**src/wll_pkg.sv**
```systemverilog
`timescale 1ns / 1ps

package wll_pkg;

  localparam int unsigned MaxItems = 1024;
  localparam int unsigned AddrW    = (MaxItems > 1) ? $clog2(MaxItems) : 1;
  localparam int unsigned CntW     = $clog2(MaxItems + 1);

  localparam int unsigned HeightW  = 16;
  localparam int unsigned WeightW  = 16;
  localparam int unsigned SumW     = 26;

  localparam int unsigned InDataW  = ((HeightW + WeightW + 7) / 8) * 8;
  localparam int unsigned OutBitsW = 2 * SumW + 2;
  localparam int unsigned OutDataW = ((OutBitsW + 7) / 8) * 8;

  localparam logic [SumW-1:0] SumMax = {SumW{1'b1}};

  typedef enum logic [4:0] {
    ST_IDLE   = 5'b00001,
    ST_SCAN   = 5'b00010,
    ST_DRAIN  = 5'b00100,
    ST_COMMIT = 5'b01000,
    ST_EMIT   = 5'b10000
  } state_e;

  // controller -> datapath
  typedef struct packed {
    logic start;     // item beat taken, latch fields and clear accumulators
    logic set_drop;  // item beat arrived with store full
    logic issue;     // read store entry at scan index
    logic commit;    // write new entry, bump count, update maxima
    logic emit;      // load result register, clear sequence
  } cmd_t;

  // datapath -> controller
  typedef struct packed {
    logic full;
    logic empty;
    logic scan_last;
    logic last_item;
    logic out_free;
  } sts_t;

  function automatic logic [SumW-1:0] sat_add(input logic [SumW-1:0] a,
                                              input logic [WeightW-1:0] b);
    logic [SumW:0] s;
    s = {1'b0, a} + {{(SumW + 1 - WeightW){1'b0}}, b};
    return s[SumW] ? SumMax : s[SumW-1:0];
  endfunction

endpackage

```
**src/wll_ctrl.sv**
```systemverilog
`timescale 1ns / 1ps

module wll_ctrl (
  input  logic          clk_i,
  input  logic          rst_ni,
  input  logic          in_valid_i,
  input  logic          in_last_i,
  output logic          in_ready_o,
  input  wll_pkg::sts_t sts_i,
  output wll_pkg::cmd_t cmd_o
);

  wll_pkg::state_e state_q, state_d;

  always_ff @(posedge clk_i or negedge rst_ni) begin
    if (!rst_ni) begin
      state_q <= wll_pkg::ST_IDLE;
    end else begin
      state_q <= state_d;
    end
  end

  always_comb begin
    state_d    = state_q;
    cmd_o      = '0;
    in_ready_o = 1'b0;
    case (state_q)
      wll_pkg::ST_IDLE: begin
        in_ready_o = 1'b1;
        if (in_valid_i) begin
          cmd_o.start = 1'b1;
          if (sts_i.full) begin
            cmd_o.set_drop = 1'b1;
            state_d = in_last_i ? wll_pkg::ST_EMIT : wll_pkg::ST_IDLE;
          end else if (sts_i.empty) begin
            state_d = wll_pkg::ST_COMMIT;
          end else begin
            state_d = wll_pkg::ST_SCAN;
          end
        end
      end
      wll_pkg::ST_SCAN: begin
        cmd_o.issue = 1'b1;
        if (sts_i.scan_last) begin
          state_d = wll_pkg::ST_DRAIN;
        end
      end
      // last read data is folded in during this cycle
      wll_pkg::ST_DRAIN: begin
        state_d = wll_pkg::ST_COMMIT;
      end
      wll_pkg::ST_COMMIT: begin
        cmd_o.commit = 1'b1;
        state_d = sts_i.last_item ? wll_pkg::ST_EMIT : wll_pkg::ST_IDLE;
      end
      wll_pkg::ST_EMIT: begin
        if (sts_i.out_free) begin
          cmd_o.emit = 1'b1;
          state_d = wll_pkg::ST_IDLE;
        end
      end
      default: begin
        state_d = wll_pkg::ST_IDLE;
      end
    endcase
  end

endmodule

```
**config.mk**
```make
export PLATFORM = sky130hd
export DESIGN_NAME = wll_ctrl
export DESIGN_NICKNAME = d
export VERILOG_FILES = /design/src/wll_pkg.sv /design/src/wll_ctrl.sv
export SDC_FILE = /design/constraint.sdc
export NUM_CORES = 1
export LEC_CHECK = 0
export BUFFER_PORTS_ARGS = -buffer_cell sky130_fd_sc_hd__buf_2
export CAP_MARGIN = 20
export CELL_PAD_IN_SITES_DETAIL_PLACEMENT = 1
export CELL_PAD_IN_SITES_GLOBAL_PLACEMENT = 1
export CORE_AREA = 2 2 39 41
export CTS_BUF_LIST = sky130_fd_sc_hd__clkbuf_2 sky130_fd_sc_hd__clkbuf_4 sky130_fd_sc_hd__clkbuf_8
export DETAILED_ROUTE_END_ITERATION = 12
export DIE_AREA = 0 0 41 43
export MAX_ROUTING_LAYER = met4
export PLACE_DENSITY = 0.64
export SLEW_MARGIN = 40
export SYNTH_ARGS = -nofsm -noshare
export SYNTH_HDL_FRONTEND = slang
export SYNTH_SLANG_ARGS = --single-unit
```
**constraint.sdc**
```tcl
create_clock -name clk_i -period 1.65 [get_ports clk_i]
set_input_delay 0.33 -clock clk_i [delete_from_list [all_inputs] [get_ports clk_i]]
set_output_delay 0.33 -clock clk_i [all_outputs]
set_load 0.005 [all_outputs]
```
==> results.json <==
{
  "root_buffer": "clkbuf_4",
  "synth.lib_cells_used.distinct": 23,
  "dr.pass1.iters": 4,
  "reg_top3": "state_q: 5 flops",
  "overflow": 0,
  "async_reset_ff_frac": 1.000,
  "pre_cts_ws_ps": 76.00,
  "crit_path_max_incr_delay_ps": 550,
  "grtUsageTotal": 0.1494,
  "hold_path_class": "in2reg",
  "die_h_um": 43,
  "dieArea_um2": 1763,
  "worstPathRequired_ps": 1320,
  "holdPathEnd": "state_q[4]$_DFFE_PN0P_",
  "clkLatencyLatePin_ps": 250,
  "cts_buffers": 3,
  "nFillCells": 165,
  "failed_checks": "setup timing",
  "maxCapViolCount": 0,
  "start_util": 0.2622,
  "synth_enable_flop_cells": 0,
  "worstHoldPathCells": 2,
  "finalCritPeriodShare": 1.036,
  "num_vias": 369,
  "r2r_start": "state_q[0]$_DFFE_PN1P_",
  "ir_drop_mv": 0.4988,
  "worstMarginPinSlew_ps": 328.2,
  "postLayoutCoreUtil": 0.4096,
  "cts.sink_count": 5,
  "fin_cells": 75,
  "drc": 0,
  "total_leakage_power_nw": 0.2663,
  "clockBufferDepth": 2,
  "dp.cells": 66,
  "outcome": "complete, but fails checks",
  "htreeDepth": 1,
  "powerDensity_nw_per_um2": 1541,
  "min_from": "sts_i[0]",
  "hold_viol_final": 0,
  "yosys.area.top_type": "dfrtp_1",
  "r2r-end": "state_q[4]$_DFFE_PN0P_",
  "numPortBuffers": 14,
  "ys_seq_elements": 5,
  "fin_crit_ps": 1710,
  "antenna_found_initial": 0,
  "end_kind": "output port",
  "final_nets": 69,
  "yosys_warnings": 0,
  "finalSetupViolations": 4,
  "postRouteAntennaNets": 0,
  "via_per_inst": 4.920,
  "path_max_fanout": 4,
  "crit_type": "reg2out",
  "cp_cell_sequence": "nand2b_4 -> nor4_4 -> and3_1 -> buf_2",
  "slew_viol_final": 0,
  "routed_wl_mm": 1.061,
  "ys.flop_type": "dfrtp_1",
  "r2r_slack_ps": 130,
  "netlist_top_cells_area": "dfrtp_1, dfstp_2, and4bb_2",
  "layout_setup_ws_ps": -59.87,
  "clk_pin_slew_ps": 50,
  "fin_skew_ps": 7.865,
  "r2r_cells": 6,
  "dp_hpwl_um": 725.9,
  "synth_nets": 46,
  "crit_path_start_kind": "flip-flop",
  "yosysTopAreaCellShare": 0.2759,
  "grt_pass1_vias": 369,
  "drt-wirelength-per-cell_um": 14.15,
  "final_cell_mix": "buf_2, nor2_1, clkbuf_4, buf_6, buf_4",
  "synthCells": 37,
  "syn_to_final_growth_pct": 56.21,
  "cts_tree": "yes",
  "synth_seq_area_share": 0.3483,
  "fmax_mhz": 584.8,
  "dieWidth_um": 41,
  "path_buf_inv": 1,
  "crit_slowest_cell": "dfstp_2",
  "syn_area_um2": 362.8,
  "slew_headroom": 0.7812,
  "final_common_cell": "buf_2",
  "antenna_cells": 0,
  "avgSynthCellArea_um2": 9.807,
  "finalPower_mw": 0.8735,
  "fin_tns_setup_ps": -167.6,
  "drtIter0Drc": 1,
  "drive_gt1_frac": 0.6271,
  "rsz0062_at_grt": "yes",
  "crit_arrival_ps": 1380,
  "cpLargestDelayFamily": "flip-flops",
  "core_region_area_um2": 1384,
  "placementRows": 14,
  "largest_reg_flops": 5,
  "routabilityCongestion": 0.7487,
  "grt_pass1_wl_mm": 1.669,
  "grt_start_max_net_pins": 9,
  "regMostFlops": "state_q",
  "pin_count": 15
}
-- final cells by class --
class	instances	area [um2]	share of cell area
multi-input cells	29	254.0	0.4481
inverters	2	7.507	0.01325
clock buffers	4	30.03	0.05298
repair buffers	19	126.4	0.2230
well taps	16	20.02	0.03532
flip-flops and latches	5	128.9	0.2274
-- power breakdown --
part	switching (mW)	leakage [nW]	internal [mW]
Clock	0.0539	0.0184	0.108
Sequential	0.0501	0.0622	0.165
Combinational	0.201	0.186	0.296
Total	0.305	0.266	0.569
-- worst max-delay path by stage --
| stage | start | endpoint | slack [ps] | cells past startpoint |
|---|---|---|---|---|
| floorplan | state_q[0]$_DFFE_PN1P_ | cmd_o[3] | 230 | 3 |
| CTS | state_q[0]$_DFFE_PN1P_ | cmd_o[4] | -180 | 4 |
| detailed placement | state_q[0]$_DFFE_PN1P_ | cmd_o[4] | 80 | 4 |
| global placement | state_q[0]$_DFFE_PN1P_ | cmd_o[4] | 110 | 4 |
| global route | state_q[0]$_DFFE_PN1P_ | cmd_o[3] | -110 | 4 |
| finish | state_q[0]$_DFFE_PN1P_ | cmd_o[3] | -60 | 4 |
-- synth_stat cells, drive strengths merged, types with 2 or more instances --
cell type  instances
and4bb             2
a21oi              2
dfrtp              4
nor2b              2
nand3              3
nor2               6
inv                2
o32ai              2
and2               2
-- kinds of logic after synthesis --
kind of cell,after synthesis,share of synthesized area
simple gates,19,0.3862
compound gates,8,0.1793
flops,5,0.3483
buf+inv,3,0.03448
xor+xnor,1,0.02414
mux,1,0.02759
-- timing repair --
action                                  4_1_cts  5_1_grt
endpoints found under the hold margin         4        0
hold buffers                                  1        0
pin swaps                                     4        3
cloned                                        0        0
endpoints found under the setup margin        4        9
gates resized for setup                       8        4
buffers inserted                              4        0
-- metrics by stage --
step                      hold WS, ps  area [um2]
after floorplan                 34.41       362.8
after global placement          144.5       447.9
after detailed placement        146.4       447.9
after CTS                       300.6       555.5
after global routing            293.6       566.8
final                           300.5       566.8
-- metal layers --
metal  wire, um  GRT usage
met5          0          -
met4          0    0.06000
met3         33    0.04712
met2        535     0.2094
met1        492     0.1947
Power figures use the tool's default switching activity.
